File: src/hdl/assert_macros.svh
// Assertion macros shared by the scheduler modules.
`ifndef ASSERT_MACROS_SVH
`define ASSERT_MACROS_SVH

// Same-cycle implication, sampled on clk and disabled while rst_n is low.
`define PPS_ASSERT_IMP(label, ante, cons, msg) \
    label: assert property (@(posedge clk) disable iff (!rst_n) (ante) |-> (cons)) \
        else $error(msg);

// Next-cycle implication, sampled on clk and disabled while rst_n is low.
`define PPS_ASSERT_NXT(label, ante, cons, msg) \
    label: assert property (@(posedge clk) disable iff (!rst_n) (ante) |=> (cons)) \
        else $error(msg);

`endif

File: src/hdl/pps_pkg.sv
// Types, codes and helper functions of the preemptive priority scheduler.
package pps_pkg;

    localparam int CMD_W    = 2;
    localparam int ID_W     = 16;
    localparam int ARR_W    = 16;
    localparam int BURST_W  = 16;
    localparam int PRIO_W   = 8;
    localparam int STATUS_W = 3;
    localparam int TIME_W   = 24;

    // Command codes on the input channel.
    localparam logic [CMD_W-1:0] CMD_LOAD  = 2'd0;
    localparam logic [CMD_W-1:0] CMD_TICK  = 2'd1;
    localparam logic [CMD_W-1:0] CMD_CLEAR = 2'd2;

    // Status codes on the result channel.
    localparam logic [STATUS_W-1:0] ST_LOADED  = 3'd0;
    localparam logic [STATUS_W-1:0] ST_FULL    = 3'd1;
    localparam logic [STATUS_W-1:0] ST_CLEARED = 3'd2;
    localparam logic [STATUS_W-1:0] ST_IDLE    = 3'd3;
    localparam logic [STATUS_W-1:0] ST_RAN     = 3'd4;
    localparam logic [STATUS_W-1:0] ST_DONE    = 3'd5;

    localparam logic [TIME_W-1:0] TIME_MAX = '1;

    // Command queue between the front end and the executor.
    localparam int QDEPTH = 2;
    localparam int QPTR_W = 1;
    localparam int QCNT_W = 2;

    typedef enum logic [1:0] {
        OP_LOAD,
        OP_TICK,
        OP_CLEAR
    } op_t;

    typedef struct packed {
        op_t                op;
        logic [ID_W-1:0]    task_id;
        logic [ARR_W-1:0]   arrival_time;
        logic [BURST_W-1:0] burst_length;
        logic [PRIO_W-1:0]  prio_level;
    } cmd_item_t;

    typedef struct packed {
        logic      valid;
        cmd_item_t item;
    } q_push_t;

    typedef struct packed {
        logic      valid;
        cmd_item_t item;
    } q_head_t;

    typedef struct packed {
        logic [STATUS_W-1:0] status;
        logic [TIME_W-1:0]   tick_time;
        logic [ID_W-1:0]     run_id;
        logic [BURST_W-1:0]  units_left;
        logic [TIME_W-1:0]   first_run_time;
        logic [TIME_W-1:0]   finish_time;
        logic [TIME_W-1:0]   turnaround;
        logic [TIME_W-1:0]   waiting;
    } rsp_item_t;

    // Fields read during the priority scan.
    typedef struct packed {
        logic [ARR_W-1:0]  arrival;
        logic [PRIO_W-1:0] prio;
    } sel_rec_t;

    // Fields read and rewritten when a task runs.
    typedef struct packed {
        logic [ID_W-1:0]    id;
        logic [BURST_W-1:0] burst;
        logic [BURST_W-1:0] left;
        logic [TIME_W-1:0]  start;
    } task_rec_t;

    typedef enum logic [2:0] {
        S_IDLE,
        S_SCAN,
        S_READ,
        S_UPDATE,
        S_TURN,
        S_WAIT
    } exec_state_t;

    // Time increment that sticks at the largest value.
    function automatic logic [TIME_W-1:0] sat_inc(input logic [TIME_W-1:0] t);
        return (t == TIME_MAX) ? t : t + 1'b1;
    endfunction

    // Difference floored at zero.
    function automatic logic [TIME_W-1:0] floor_sub(input logic [TIME_W-1:0] a,
                                                    input logic [TIME_W-1:0] b);
        return (a > b) ? a - b : '0;
    endfunction

endpackage

File: src/hdl/pps_if.sv
// Valid/ready channel interfaces for scheduler commands and results.
interface pps_cmd_if;
    logic                          valid;
    logic                          ready;
    logic [pps_pkg::CMD_W-1:0]     cmd;
    logic [pps_pkg::ID_W-1:0]      task_id;
    logic [pps_pkg::ARR_W-1:0]     arrival_time;
    logic [pps_pkg::BURST_W-1:0]   burst_length;
    logic [pps_pkg::PRIO_W-1:0]    prio_level;

    modport source (output valid, cmd, task_id, arrival_time, burst_length, prio_level,
                    input ready);
    modport sink (input valid, cmd, task_id, arrival_time, burst_length, prio_level,
                  output ready);
endinterface

interface pps_rsp_if;
    logic                          valid;
    logic                          ready;
    logic [pps_pkg::STATUS_W-1:0]  status;
    logic [pps_pkg::TIME_W-1:0]    tick_time;
    logic [pps_pkg::ID_W-1:0]      run_id;
    logic [pps_pkg::BURST_W-1:0]   units_left;
    logic [pps_pkg::TIME_W-1:0]    first_run_time;
    logic [pps_pkg::TIME_W-1:0]    finish_time;
    logic [pps_pkg::TIME_W-1:0]    turnaround;
    logic [pps_pkg::TIME_W-1:0]    waiting;

    modport source (output valid, status, tick_time, run_id, units_left, first_run_time,
                    finish_time, turnaround, waiting,
                    input ready);
    modport sink (input valid, status, tick_time, run_id, units_left, first_run_time,
                  finish_time, turnaround, waiting,
                  output ready);
endinterface

File: src/hdl/pps_front.sv
// Front end: accepts command items, decodes them and pushes them into the queue.
module pps_front (
    pps_cmd_if.sink          cmd_ch,
    output pps_pkg::q_push_t push,
    input  logic             full
);
    import pps_pkg::*;

    // Items are taken whenever the queue has room; unknown commands are dropped.
    assign cmd_ch.ready = !full;

    always_comb
    begin
        push.valid             = 1'b0;
        push.item.op           = OP_LOAD;
        push.item.task_id      = cmd_ch.task_id;
        push.item.arrival_time = cmd_ch.arrival_time;
        push.item.burst_length = cmd_ch.burst_length;
        push.item.prio_level   = cmd_ch.prio_level;
        case (cmd_ch.cmd)
            CMD_LOAD:
            begin
                push.valid   = cmd_ch.valid && !full;
                push.item.op = OP_LOAD;
            end
            CMD_TICK:
            begin
                push.valid   = cmd_ch.valid && !full;
                push.item.op = OP_TICK;
            end
            CMD_CLEAR:
            begin
                push.valid   = cmd_ch.valid && !full;
                push.item.op = OP_CLEAR;
            end
            default:
            begin
                push.valid = 1'b0;
            end
        endcase
    end

endmodule

File: src/hdl/pps_queue.sv
// Short command queue that decouples the front end from the executor.
`include "assert_macros.svh"

module pps_queue (
    input  logic             clk,
    input  logic             rst_n,
    input  pps_pkg::q_push_t push,
    output logic             full,
    input  logic             pop,
    output pps_pkg::q_head_t head
);
    import pps_pkg::*;

    cmd_item_t         slot_mem [QDEPTH];
    logic [QPTR_W-1:0] wr_ptr_reg;
    logic [QPTR_W-1:0] wr_ptr_next;
    logic [QPTR_W-1:0] rd_ptr_reg;
    logic [QPTR_W-1:0] rd_ptr_next;
    logic [QCNT_W-1:0] fill_reg;
    logic [QCNT_W-1:0] fill_next;

    assign full       = (fill_reg == QCNT_W'(QDEPTH));
    assign head.valid = (fill_reg != '0);
    assign head.item  = slot_mem[rd_ptr_reg];

    // Pointer and fill bookkeeping.
    always_comb
    begin
        wr_ptr_next = wr_ptr_reg;
        rd_ptr_next = rd_ptr_reg;
        fill_next   = fill_reg;
        if (push.valid)
        begin
            wr_ptr_next = wr_ptr_reg + 1'b1;
        end
        if (pop)
        begin
            rd_ptr_next = rd_ptr_reg + 1'b1;
        end
        if (push.valid && !pop)
        begin
            fill_next = fill_reg + 1'b1;
        end
        else if (pop && !push.valid)
        begin
            fill_next = fill_reg - 1'b1;
        end
    end

    always_ff @(posedge clk or negedge rst_n)
    begin
        if (!rst_n)
        begin
            wr_ptr_reg <= '0;
            rd_ptr_reg <= '0;
            fill_reg   <= '0;
        end
        else
        begin
            wr_ptr_reg <= wr_ptr_next;
            rd_ptr_reg <= rd_ptr_next;
            fill_reg   <= fill_next;
        end
    end

    // Queue storage.
    always_ff @(posedge clk)
    begin
        if (push.valid)
        begin
            slot_mem[wr_ptr_reg] <= push.item;
        end
    end

    `PPS_ASSERT_IMP(a_q_no_overflow, push.valid, fill_reg != QCNT_W'(QDEPTH), "queue overflow")
    `PPS_ASSERT_IMP(a_q_no_underflow, pop, fill_reg != '0, "queue underflow")
    `PPS_ASSERT_NXT(a_q_fill_up, push.valid && !pop, fill_reg == $past(fill_reg) + 1'b1, "fill")

endmodule

File: src/hdl/pps_exec.sv
// Executor: task table, priority scan, run update and the result register.
`include "assert_macros.svh"

module pps_exec #(
    parameter int MAX_TASKS = 16
) (
    input  logic               clk,
    input  logic               rst_n,
    input  pps_pkg::q_head_t   head,
    output logic               pop,
    output pps_pkg::rsp_item_t rsp_item,
    output logic               rsp_valid,
    input  logic               rsp_ready
);
    import pps_pkg::*;

    localparam int IDX_W = (MAX_TASKS > 1) ? $clog2(MAX_TASKS) : 1;
    localparam int CNT_W = $clog2(MAX_TASKS + 1);
    localparam logic [CNT_W-1:0] CNT_MAX = CNT_W'(MAX_TASKS);

    // Control state.
    exec_state_t          state_reg;
    exec_state_t          state_next;
    logic [CNT_W-1:0]     count_reg;
    logic [CNT_W-1:0]     count_next;
    logic [TIME_W-1:0]    now_reg;
    logic [TIME_W-1:0]    now_next;
    logic [MAX_TASKS-1:0] done_reg;
    logic [MAX_TASKS-1:0] done_next;
    logic [MAX_TASKS-1:0] started_reg;
    logic [MAX_TASKS-1:0] started_next;
    logic [CNT_W-1:0]     scan_addr_reg;
    logic [CNT_W-1:0]     scan_addr_next;
    logic                 cmp_valid_reg;
    logic                 cmp_valid_next;
    logic                 found_reg;
    logic                 found_next;
    logic                 rsp_valid_reg;
    logic                 rsp_valid_next;

    // Payload state.
    logic [IDX_W-1:0]     cmp_idx_reg;
    logic [IDX_W-1:0]     cmp_idx_next;
    logic [PRIO_W-1:0]    best_prio_reg;
    logic [PRIO_W-1:0]    best_prio_next;
    logic [ARR_W-1:0]     best_arr_reg;
    logic [ARR_W-1:0]     best_arr_next;
    logic [IDX_W-1:0]     pick_reg;
    logic [IDX_W-1:0]     pick_next;
    logic [BURST_W-1:0]   burst_reg;
    logic [BURST_W-1:0]   burst_next;
    rsp_item_t            rsp_reg;
    rsp_item_t            rsp_next;

    // Table memories.
    sel_rec_t             sel_mem [MAX_TASKS];
    task_rec_t            rec_mem [MAX_TASKS];
    logic                 sel_we;
    logic [IDX_W-1:0]     sel_waddr;
    sel_rec_t             sel_wdata;
    logic [IDX_W-1:0]     sel_raddr;
    sel_rec_t             sel_rdata_reg;
    logic                 rec_we;
    logic [IDX_W-1:0]     rec_waddr;
    task_rec_t            rec_wdata;
    logic [IDX_W-1:0]     rec_raddr;
    task_rec_t            rec_rdata_reg;

    logic                 rsp_free;
    logic [BURST_W-1:0]   left_new;
    logic [TIME_W-1:0]    start_val;

    assign rsp_valid = rsp_valid_reg;
    assign rsp_item  = rsp_reg;
    assign rsp_free  = !rsp_valid_reg || rsp_ready;
    assign sel_raddr = scan_addr_reg[IDX_W-1:0];
    assign rec_raddr = pick_reg;
    assign left_new  = rec_rdata_reg.left - 1'b1;
    assign start_val = started_reg[pick_reg] ? rec_rdata_reg.start : now_reg;

    // Sequencer: command dispatch, scan, run update and completion figures.
    always_comb
    begin
        state_next     = state_reg;
        count_next     = count_reg;
        now_next       = now_reg;
        done_next      = done_reg;
        started_next   = started_reg;
        scan_addr_next = scan_addr_reg;
        cmp_valid_next = cmp_valid_reg;
        cmp_idx_next   = cmp_idx_reg;
        found_next     = found_reg;
        best_prio_next = best_prio_reg;
        best_arr_next  = best_arr_reg;
        pick_next      = pick_reg;
        burst_next     = burst_reg;
        rsp_next       = rsp_reg;
        rsp_valid_next = rsp_valid_reg && !rsp_ready;
        pop            = 1'b0;
        sel_we         = 1'b0;
        sel_waddr      = count_reg[IDX_W-1:0];
        sel_wdata.arrival = head.item.arrival_time;
        sel_wdata.prio    = head.item.prio_level;
        rec_we         = 1'b0;
        rec_waddr      = count_reg[IDX_W-1:0];
        rec_wdata.id    = head.item.task_id;
        rec_wdata.burst = head.item.burst_length;
        rec_wdata.left  = head.item.burst_length;
        rec_wdata.start = '0;

        case (state_reg)
            S_IDLE:
            begin
                if (head.valid && rsp_free)
                begin
                    pop      = 1'b1;
                    rsp_next = '0;
                    case (head.item.op)
                        OP_LOAD:
                        begin
                            rsp_valid_next = 1'b1;
                            if (count_reg == CNT_MAX)
                            begin
                                rsp_next.status = ST_FULL;
                            end
                            else
                            begin
                                sel_we = 1'b1;
                                rec_we = 1'b1;
                                done_next[count_reg[IDX_W-1:0]] =
                                    (head.item.burst_length == '0);
                                started_next[count_reg[IDX_W-1:0]] = 1'b0;
                                count_next      = count_reg + 1'b1;
                                rsp_next.status = ST_LOADED;
                            end
                        end
                        OP_CLEAR:
                        begin
                            done_next       = '0;
                            started_next    = '0;
                            count_next      = '0;
                            now_next        = '0;
                            rsp_next.status = ST_CLEARED;
                            rsp_valid_next  = 1'b1;
                        end
                        OP_TICK:
                        begin
                            rsp_next.tick_time = now_reg;
                            scan_addr_next     = '0;
                            cmp_valid_next     = 1'b0;
                            found_next         = 1'b0;
                            state_next         = S_SCAN;
                        end
                        default:
                        begin
                            rsp_valid_next = 1'b0;
                        end
                    endcase
                end
            end

            S_SCAN:
            begin
                // Issue one table read per cycle.
                if (scan_addr_reg != count_reg)
                begin
                    scan_addr_next = scan_addr_reg + 1'b1;
                    cmp_valid_next = 1'b1;
                    cmp_idx_next   = scan_addr_reg[IDX_W-1:0];
                end
                else
                begin
                    cmp_valid_next = 1'b0;
                end
                // Compare the entry read in the previous cycle; strict less keeps ties.
                if (cmp_valid_reg)
                begin
                    if (!done_reg[cmp_idx_reg] &&
                        (TIME_W'(sel_rdata_reg.arrival) <= now_reg) &&
                        (!found_reg || (sel_rdata_reg.prio < best_prio_reg)))
                    begin
                        found_next     = 1'b1;
                        best_prio_next = sel_rdata_reg.prio;
                        best_arr_next  = sel_rdata_reg.arrival;
                        pick_next      = cmp_idx_reg;
                    end
                end
                else if (scan_addr_reg == count_reg)
                begin
                    if (found_reg)
                    begin
                        state_next = S_READ;
                    end
                    else
                    begin
                        now_next        = sat_inc(now_reg);
                        rsp_next.status = ST_IDLE;
                        rsp_valid_next  = 1'b1;
                        state_next      = S_IDLE;
                    end
                end
            end

            S_READ:
            begin
                state_next = S_UPDATE;
            end

            S_UPDATE:
            begin
                // Run the picked task for one unit.
                rec_we          = 1'b1;
                rec_waddr       = pick_reg;
                rec_wdata.id    = rec_rdata_reg.id;
                rec_wdata.burst = rec_rdata_reg.burst;
                rec_wdata.left  = left_new;
                rec_wdata.start = start_val;
                started_next[pick_reg] = 1'b1;
                now_next            = sat_inc(now_reg);
                rsp_next.run_id     = rec_rdata_reg.id;
                rsp_next.units_left = left_new;
                if (left_new == '0)
                begin
                    done_next[pick_reg]     = 1'b1;
                    rsp_next.first_run_time = start_val;
                    rsp_next.finish_time    = sat_inc(now_reg);
                    burst_next              = rec_rdata_reg.burst;
                    state_next              = S_TURN;
                end
                else
                begin
                    rsp_next.status = ST_RAN;
                    rsp_valid_next  = 1'b1;
                    state_next      = S_IDLE;
                end
            end

            S_TURN:
            begin
                rsp_next.turnaround = floor_sub(rsp_reg.finish_time, TIME_W'(best_arr_reg));
                state_next          = S_WAIT;
            end

            S_WAIT:
            begin
                rsp_next.waiting = floor_sub(rsp_reg.turnaround, TIME_W'(burst_reg));
                rsp_next.status  = ST_DONE;
                rsp_valid_next   = 1'b1;
                state_next       = S_IDLE;
            end

            default:
            begin
                state_next = S_IDLE;
            end
        endcase
    end

    always_ff @(posedge clk or negedge rst_n)
    begin
        if (!rst_n)
        begin
            state_reg     <= S_IDLE;
            count_reg     <= '0;
            now_reg       <= '0;
            done_reg      <= '0;
            started_reg   <= '0;
            scan_addr_reg <= '0;
            cmp_valid_reg <= 1'b0;
            found_reg     <= 1'b0;
            rsp_valid_reg <= 1'b0;
        end
        else
        begin
            state_reg     <= state_next;
            count_reg     <= count_next;
            now_reg       <= now_next;
            done_reg      <= done_next;
            started_reg   <= started_next;
            scan_addr_reg <= scan_addr_next;
            cmp_valid_reg <= cmp_valid_next;
            found_reg     <= found_next;
            rsp_valid_reg <= rsp_valid_next;
        end
    end

    always_ff @(posedge clk)
    begin
        cmp_idx_reg   <= cmp_idx_next;
        best_prio_reg <= best_prio_next;
        best_arr_reg  <= best_arr_next;
        pick_reg      <= pick_next;
        burst_reg     <= burst_next;
        rsp_reg       <= rsp_next;
    end

    // Arrival and priority memory, read by the scan.
    always_ff @(posedge clk)
    begin
        if (sel_we)
        begin
            sel_mem[sel_waddr] <= sel_wdata;
        end
        sel_rdata_reg <= sel_mem[sel_raddr];
    end

    // Id, burst, remaining units and start time, read for the picked task.
    always_ff @(posedge clk)
    begin
        if (rec_we)
        begin
            rec_mem[rec_waddr] <= rec_wdata;
        end
        rec_rdata_reg <= rec_mem[rec_raddr];
    end

    `PPS_ASSERT_IMP(a_cnt_range, 1'b1, count_reg <= CNT_MAX, "entry count beyond table size")
    `PPS_ASSERT_IMP(a_busy_no_rsp, state_reg != S_IDLE, !rsp_valid_reg, "result while busy")
    `PPS_ASSERT_IMP(a_pick_range, state_reg == S_READ, CNT_W'(pick_reg) < count_reg, "bad pick")
    `PPS_ASSERT_IMP(a_pop_idle, pop, state_reg == S_IDLE && rsp_free, "pop while busy")

endmodule

File: src/hdl/preemptive_priority_scheduler_core.sv
// Top level of the preemptive priority scheduler.
//
//   Channel    Dir   Handshake     Contents
//   task_cmd   in    valid/ready   cmd, task_id, arrival_time, burst_length, prio_level
//   sched_rsp  out   valid/ready   status, times, run_id, units_left, figures
//
// Load and clear items finish in the idle state. A tick scans the loaded entries, reading
// the arrival/priority memory one entry per cycle, then reports idle if no task is ready,
// or reads and updates the picked task, with turnaround and waiting steps when it finishes.
// rst_n clears the table flags, entry count, time and queue asynchronously.
// A two-entry queue keeps accepting items, until it is full, while a result waits on sched_rsp.
module preemptive_priority_scheduler_core #(
    parameter int MAX_TASKS = 16
) (
    input  logic      clk,
    input  logic      rst_n,
    pps_cmd_if.sink   task_cmd,
    pps_rsp_if.source sched_rsp
);
    import pps_pkg::*;

    q_push_t   push;
    q_head_t   head;
    logic      full;
    logic      pop;
    rsp_item_t rsp_item;
    logic      rsp_valid;

    pps_front u_front (
        .cmd_ch (task_cmd),
        .push   (push),
        .full   (full)
    );

    pps_queue u_queue (
        .clk   (clk),
        .rst_n (rst_n),
        .push  (push),
        .full  (full),
        .pop   (pop),
        .head  (head)
    );

    pps_exec #(
        .MAX_TASKS (MAX_TASKS)
    ) u_exec (
        .clk       (clk),
        .rst_n     (rst_n),
        .head      (head),
        .pop       (pop),
        .rsp_item  (rsp_item),
        .rsp_valid (rsp_valid),
        .rsp_ready (sched_rsp.ready)
    );

    // Result channel.
    assign sched_rsp.valid          = rsp_valid;
    assign sched_rsp.status         = rsp_item.status;
    assign sched_rsp.tick_time      = rsp_item.tick_time;
    assign sched_rsp.run_id         = rsp_item.run_id;
    assign sched_rsp.units_left     = rsp_item.units_left;
    assign sched_rsp.first_run_time = rsp_item.first_run_time;
    assign sched_rsp.finish_time    = rsp_item.finish_time;
    assign sched_rsp.turnaround     = rsp_item.turnaround;
    assign sched_rsp.waiting        = rsp_item.waiting;

endmodule
File: src/flat_wrapper.sv
// flat-port wrapper written by rule: the top's interface ports become plain ports
module preemptive_priority_scheduler_core_flat import pps_pkg::*;
#(
    parameter int MAX_TASKS = 16
)
  (clk, rst_n, task_cmd_valid, task_cmd_cmd, task_cmd_task_id, task_cmd_arrival_time, task_cmd_burst_length, task_cmd_prio_level, task_cmd_ready, sched_rsp_valid, sched_rsp_status, sched_rsp_tick_time, sched_rsp_run_id, sched_rsp_units_left, sched_rsp_first_run_time, sched_rsp_finish_time, sched_rsp_turnaround, sched_rsp_waiting, sched_rsp_ready);
  pps_cmd_if task_cmd_i ();
  pps_rsp_if sched_rsp_i ();
  input  logic clk;
  input  logic rst_n;
  input wire logic [$bits(task_cmd_i.valid)-1:0] task_cmd_valid;
  input wire logic [$bits(task_cmd_i.cmd)-1:0] task_cmd_cmd;
  input wire logic [$bits(task_cmd_i.task_id)-1:0] task_cmd_task_id;
  input wire logic [$bits(task_cmd_i.arrival_time)-1:0] task_cmd_arrival_time;
  input wire logic [$bits(task_cmd_i.burst_length)-1:0] task_cmd_burst_length;
  input wire logic [$bits(task_cmd_i.prio_level)-1:0] task_cmd_prio_level;
  output wire logic [$bits(task_cmd_i.ready)-1:0] task_cmd_ready;
  output wire logic [$bits(sched_rsp_i.valid)-1:0] sched_rsp_valid;
  output wire logic [$bits(sched_rsp_i.status)-1:0] sched_rsp_status;
  output wire logic [$bits(sched_rsp_i.tick_time)-1:0] sched_rsp_tick_time;
  output wire logic [$bits(sched_rsp_i.run_id)-1:0] sched_rsp_run_id;
  output wire logic [$bits(sched_rsp_i.units_left)-1:0] sched_rsp_units_left;
  output wire logic [$bits(sched_rsp_i.first_run_time)-1:0] sched_rsp_first_run_time;
  output wire logic [$bits(sched_rsp_i.finish_time)-1:0] sched_rsp_finish_time;
  output wire logic [$bits(sched_rsp_i.turnaround)-1:0] sched_rsp_turnaround;
  output wire logic [$bits(sched_rsp_i.waiting)-1:0] sched_rsp_waiting;
  input wire logic [$bits(sched_rsp_i.ready)-1:0] sched_rsp_ready;
  assign task_cmd_i.valid = task_cmd_valid;
  assign task_cmd_i.cmd = task_cmd_cmd;
  assign task_cmd_i.task_id = task_cmd_task_id;
  assign task_cmd_i.arrival_time = task_cmd_arrival_time;
  assign task_cmd_i.burst_length = task_cmd_burst_length;
  assign task_cmd_i.prio_level = task_cmd_prio_level;
  assign task_cmd_ready = task_cmd_i.ready;
  assign sched_rsp_valid = sched_rsp_i.valid;
  assign sched_rsp_status = sched_rsp_i.status;
  assign sched_rsp_tick_time = sched_rsp_i.tick_time;
  assign sched_rsp_run_id = sched_rsp_i.run_id;
  assign sched_rsp_units_left = sched_rsp_i.units_left;
  assign sched_rsp_first_run_time = sched_rsp_i.first_run_time;
  assign sched_rsp_finish_time = sched_rsp_i.finish_time;
  assign sched_rsp_turnaround = sched_rsp_i.turnaround;
  assign sched_rsp_waiting = sched_rsp_i.waiting;
  assign sched_rsp_i.ready = sched_rsp_ready;
  preemptive_priority_scheduler_core #(.MAX_TASKS(MAX_TASKS)) u_core (.clk(clk), .rst_n(rst_n), .task_cmd(task_cmd_i), .sched_rsp(sched_rsp_i));
endmodule
File: config.mk
export PLATFORM = sky130hd
export DESIGN_NAME = preemptive_priority_scheduler_core_flat
export DESIGN_NICKNAME = d
export VERILOG_FILES = /design/src/hdl/pps_pkg.sv /design/src/hdl/pps_if.sv /design/src/hdl/pps_front.sv /design/src/hdl/pps_queue.sv /design/src/hdl/pps_exec.sv /design/src/hdl/preemptive_priority_scheduler_core.sv /design/src/flat_wrapper.sv
export VERILOG_INCLUDE_DIRS = /design/src /design/src/hdl
export SDC_FILE = /design/constraint.sdc
export NUM_CORES = 2
export LEC_CHECK = 0
export BUFFER_PORTS_ARGS = -buffer_cell sky130_fd_sc_hd__buf_4
export CAP_MARGIN = 40
export CORE_MARGIN = 5
export CORE_UTILIZATION = 34
export DETAILED_ROUTE_END_ITERATION = 8
export GPL_TIMING_DRIVEN = 0
export HOLD_SLACK_MARGIN = 0.05
export PLACE_DENSITY = 0.5
export SETUP_SLACK_MARGIN = 0.5
export SKIP_LAST_GASP = 1
export SLEW_MARGIN = 20
export SYNTH_ARGS = -nofsm -noshare
export SYNTH_HDL_FRONTEND = slang
export SYNTH_SLANG_ARGS = --single-unit
File: constraint.sdc
create_clock -name clk -period 5.6 [get_ports clk]
set_input_delay 1.12 -clock clk [delete_from_list [all_inputs] [get_ports clk]]
set_output_delay 1.12 -clock clk [all_outputs]
set_load 0.05 [all_outputs]
==> impl_metrics.csv <==
group,metric,value,unit
status,status,"completed",
timing,tightest_slew,1050,ps
timing,holdWs,404,ps
critical_path,worstPathRequired,6150,ps
timing,max_freq,207,MHz
critical_path,crit_fanout,15,
clock_network,cts_tree,"yes",
logic_synthesis,syn_nets,4119,
clock_network,numCtsBuffers,208,
pwr,p_per_area,484,nW/um^2
timing,relSlewSlack,30.3,%
logic_synthesis,yosysSeqAreaShare,75.1,%
logic_synthesis,yosys-mux-area-fraction,14.9,%
pwr,power.switching,15.0,mW
logic_synthesis,ys_types,75,
clock_network,cts-root-buf,"clkbuf_16",
timing,skew,44.3,ps
job,max-cap-violations,0,
grt,grt_antenna_before_repair,16,
final_layout,largest_reg_flops,1152,
die,die_x,493,um
logic_synthesis,synth_top_family_by_area,"multiplexers",
logic_synthesis,ys_ff_latch,2027,
die,rows,177,
die,core,232000,sq um
place,place_ws,648,ps
place,placed_cells,7485,
routing,avgRoutedWirePerCell,28.8,um
logic_synthesis,syn_avg_cell_area,19.9,sq um
critical_path,r2r_slack,770,ps
timing,rsz0062_at_grt,"no",
final_layout,fin_nets,4803,
die,die_height,493,um
logic_synthesis,synth_compound_area_share,3.18,%
die,die_area,243000,sq um
final_layout,drive_above_1_share,29.2,%
grt,grt_max_degree,77,
critical_path,cp-end-kind,"flop",
routing,firstDrtPassIters,7,
timing,fin_crit_sh,86.3,%
logic_synthesis,synth_edf_count,1855,
place,dp_hpwl,159,mm
grt,grt_pass1_vias,42300,
critical_path,crit_type,"reg -> reg",
pwr,power_frac_comb,26.4,%
clock_network,htree_levels,4,
logic_synthesis,synthFlopType,"edfxtp_1",
pwr,p_leak,32.1,nW
timing,slew_violations,0,
routing,wl,227,mm
pwr,swShare,32.4,%
timing,hold_viol_final,0,
grt,grt_pass1_wl,322,mm
pwr,p_clk_share,29.5,%
clock_network,cts_sinks,2027,
final_layout,final_cell_mix,"edfxtp_1, mux4_2, buf_4, clkbuf_16, nor2_1",
die,start_util,34.1,%
logic_synthesis,synthXorXnorAreaFrac,0.840,%
logic_synthesis,synth.cell_area,79200,sq um
clock_network,ctsResizeCount,0,
routing,via_per_inst,5.26,
timing,post-route-min-period,4830,ps
pwr,internal_power,31.4,mW
final_layout,largest_register,"u_core.u_exec.rec_mem",
logic_synthesis,async_flop_share,3.75,%
critical_path,start_kind,"flop",
grt,grt_overflow,0,
timing,fin_ws,765,ps
routing,drc,0,
logic_synthesis,ys_warn_count,0,
routing,initialDrtViolationCount,4293,
logic_synthesis,synthAdderAreaFrac,1.06,%
place,io_buffers,218,
critical_path,arrival,5390,ps
routing,ant_nets,0,
routing,vias,41500,
pwr,pwr-share-seq,44.1,%
logic_synthesis,synthSimpleGateAreaFrac,3.43,%
final_layout,fillers,20400,
place,place.gp.congestion,0.882,
final_layout,syn2layout_area_growth,20.9,%
final_layout,fin_util,41.2,%
min_path,min_path_type,"reg -> reg",
final_layout,instances_no_fill,7899,
clock_network,clk_latency,860,ps
clock_network,cts.clk_slew.worst_paths,60,ps
die,io_pins,219,
timing,setup_viol,0,
clock_network,clock_path_buffers,3,
logic_synthesis,syn_inst,3991,
pwr,irDropWorstVdd,350,uV
grt,track_usage,18.5,%
final_layout,final_common_cell,"edfxtp_1",
[metal layers]
layer  share of wire (%)  vias to the layer above  track usage [%]
li1                    -                    17700                -
met2                  49                     1391             30.7
met3                 5.4                      305             2.79
met4                 2.5                        6             5.21
met5               0.018                        -                0
met1                  43                    22200             25.5
[path summary, 6_finish.rpt]
| kind | start | endpoint | depth (start not counted) |
|---|---|---|---|
| max | u_core.u_exec.pick_reg[0] | u_core.u_exec.rec_mem[9][8] | 12 |
| min | u_core.u_exec.sel_rdata_reg[20] | u_core.u_exec.best_arr_reg[12] | 0 |
| max reg2reg | u_core.u_exec.pick_reg[0] | u_core.u_exec.rec_mem[9][8] | 12 |
| min reg2reg | u_core.u_exec.sel_rdata_reg[20] | u_core.u_exec.best_arr_reg[12] | 0 |
| max in group asynchronous | rst_n | u_core.u_exec.started_reg[14] | 3 |
| min in group asynchronous | rst_n | u_core.u_exec.now_reg[19] | 2 |
[metrics by stage]
| stage | setup TNS [ps] | total power, mW | instance area (sq um) |
|---|---|---|---|
| after detailed placement | 0 | 33.0 | 88800 |
| final | 0 | 46.4 | 95800 |
| after global routing | 0 | 48.3 | 95800 |
| after global placement | -7644430 | 32.2 | 84700 |
| after CTS | 0 | 46.7 | 95600 |
| after floorplan | 0 | 27.8 | 79200 |
[cell type report]
type                            instances  area, sq um  share of cell area, %
Sequential cell                      2027        59500                   62.1
Multi-Input combinational cell       1682        18900                   19.7
Clock buffer                          274         5700                   5.95
Timing Repair Buffer                  474         5610                   5.86
Tap cell                             3043         3810                   3.98
Clock inverter                        113         1070                   1.12
Buffer                                202          860                  0.897
Inverter                               80          300                  0.314
Antenna cell                            4         10.0                 0.0105
[what timing repair did]
item,in CTS,in global routing
endpoints found under the hold margin,0,7
hold buffers,0,1
buffers inserted,0,0
setup endpoints to repair,0,0
[worst max-delay path, cell delays in order (launching register included)]
cell      delay (ps)
edfxtp_1         310
clkbuf_1         230
buf_6            220
clkbuf_2         590
buf_2            600
nor2b_1          200
clkbuf_1         520
a32oi_1          430
nor2_4           590
buf_16           230
buf_16           180
buf_12           190
buf_16           180
[power groups by stage]
stage	combinational (mW)	clock (mW)	sequential [mW]
6_report	12.3	13.7	20.5
5_1_grt	13.1	14.6	20.6
4_1_cts	12.3	14.0	20.5
3_5_place_dp	12.2	0	20.8
3_3_place_gp	11.2	0	21.0
2_1_floorplan	5.41	0	22.4
[Yosys cell counts, types with 3 or more instances]
cell type  instances  share of area, %
a211oi_1           9             0.085
a21boi_0           3             0.028
a21o_1            15              0.14
a21oi_1          132              0.83
a22oi_1            3             0.028
a31oi_1           64              0.51
a32o_1             3             0.038
a41oi_1            5             0.055
and2_1            48              0.38
and3_1            13              0.10
buf_1             28              0.13
buf_2             42              0.27
clkbuf_1         129              0.61
dfrtp_1           76               2.4
dfxtp_1           96               2.4
edfxtp_1        1855                70
ha_1              64               1.0
inv_1             80              0.38
mux2_2            25              0.36
mux2i_1           54              0.68
mux4_2           489                14
nand2_1           97              0.46
nand2b_1           9             0.071
nand3_1           30              0.19
nand3b_1           4             0.038
nand4_1           17              0.13
nor2_1           226               1.1
nor2b_1           26              0.21
nor3_1            37              0.23
nor3b_1            5             0.047
nor4_1            15              0.12
o21a_1            14              0.13
o21ai_0           76              0.48
o21ai_1           14             0.088
o21ba_2            3             0.038
o21bai_1          20              0.19
o31a_1             5             0.055
o31ai_1           16              0.15
o41ai_1            3             0.033
or2_2              4             0.032
or3_1             12             0.095
or4_1              6             0.057
xnor2_1           47              0.52
xor2_1            29              0.32
[logic make-up after synthesis]
family | after synthesis
buffers and inverters | 282
adders and majority gates | 66
and+or+nand+nor | 563
muxes | 568
AOI/OAI and AO/OA | 409
DFF | 2027
xor gates and xnor gates | 76
Power figures use the tool's default switching activity.
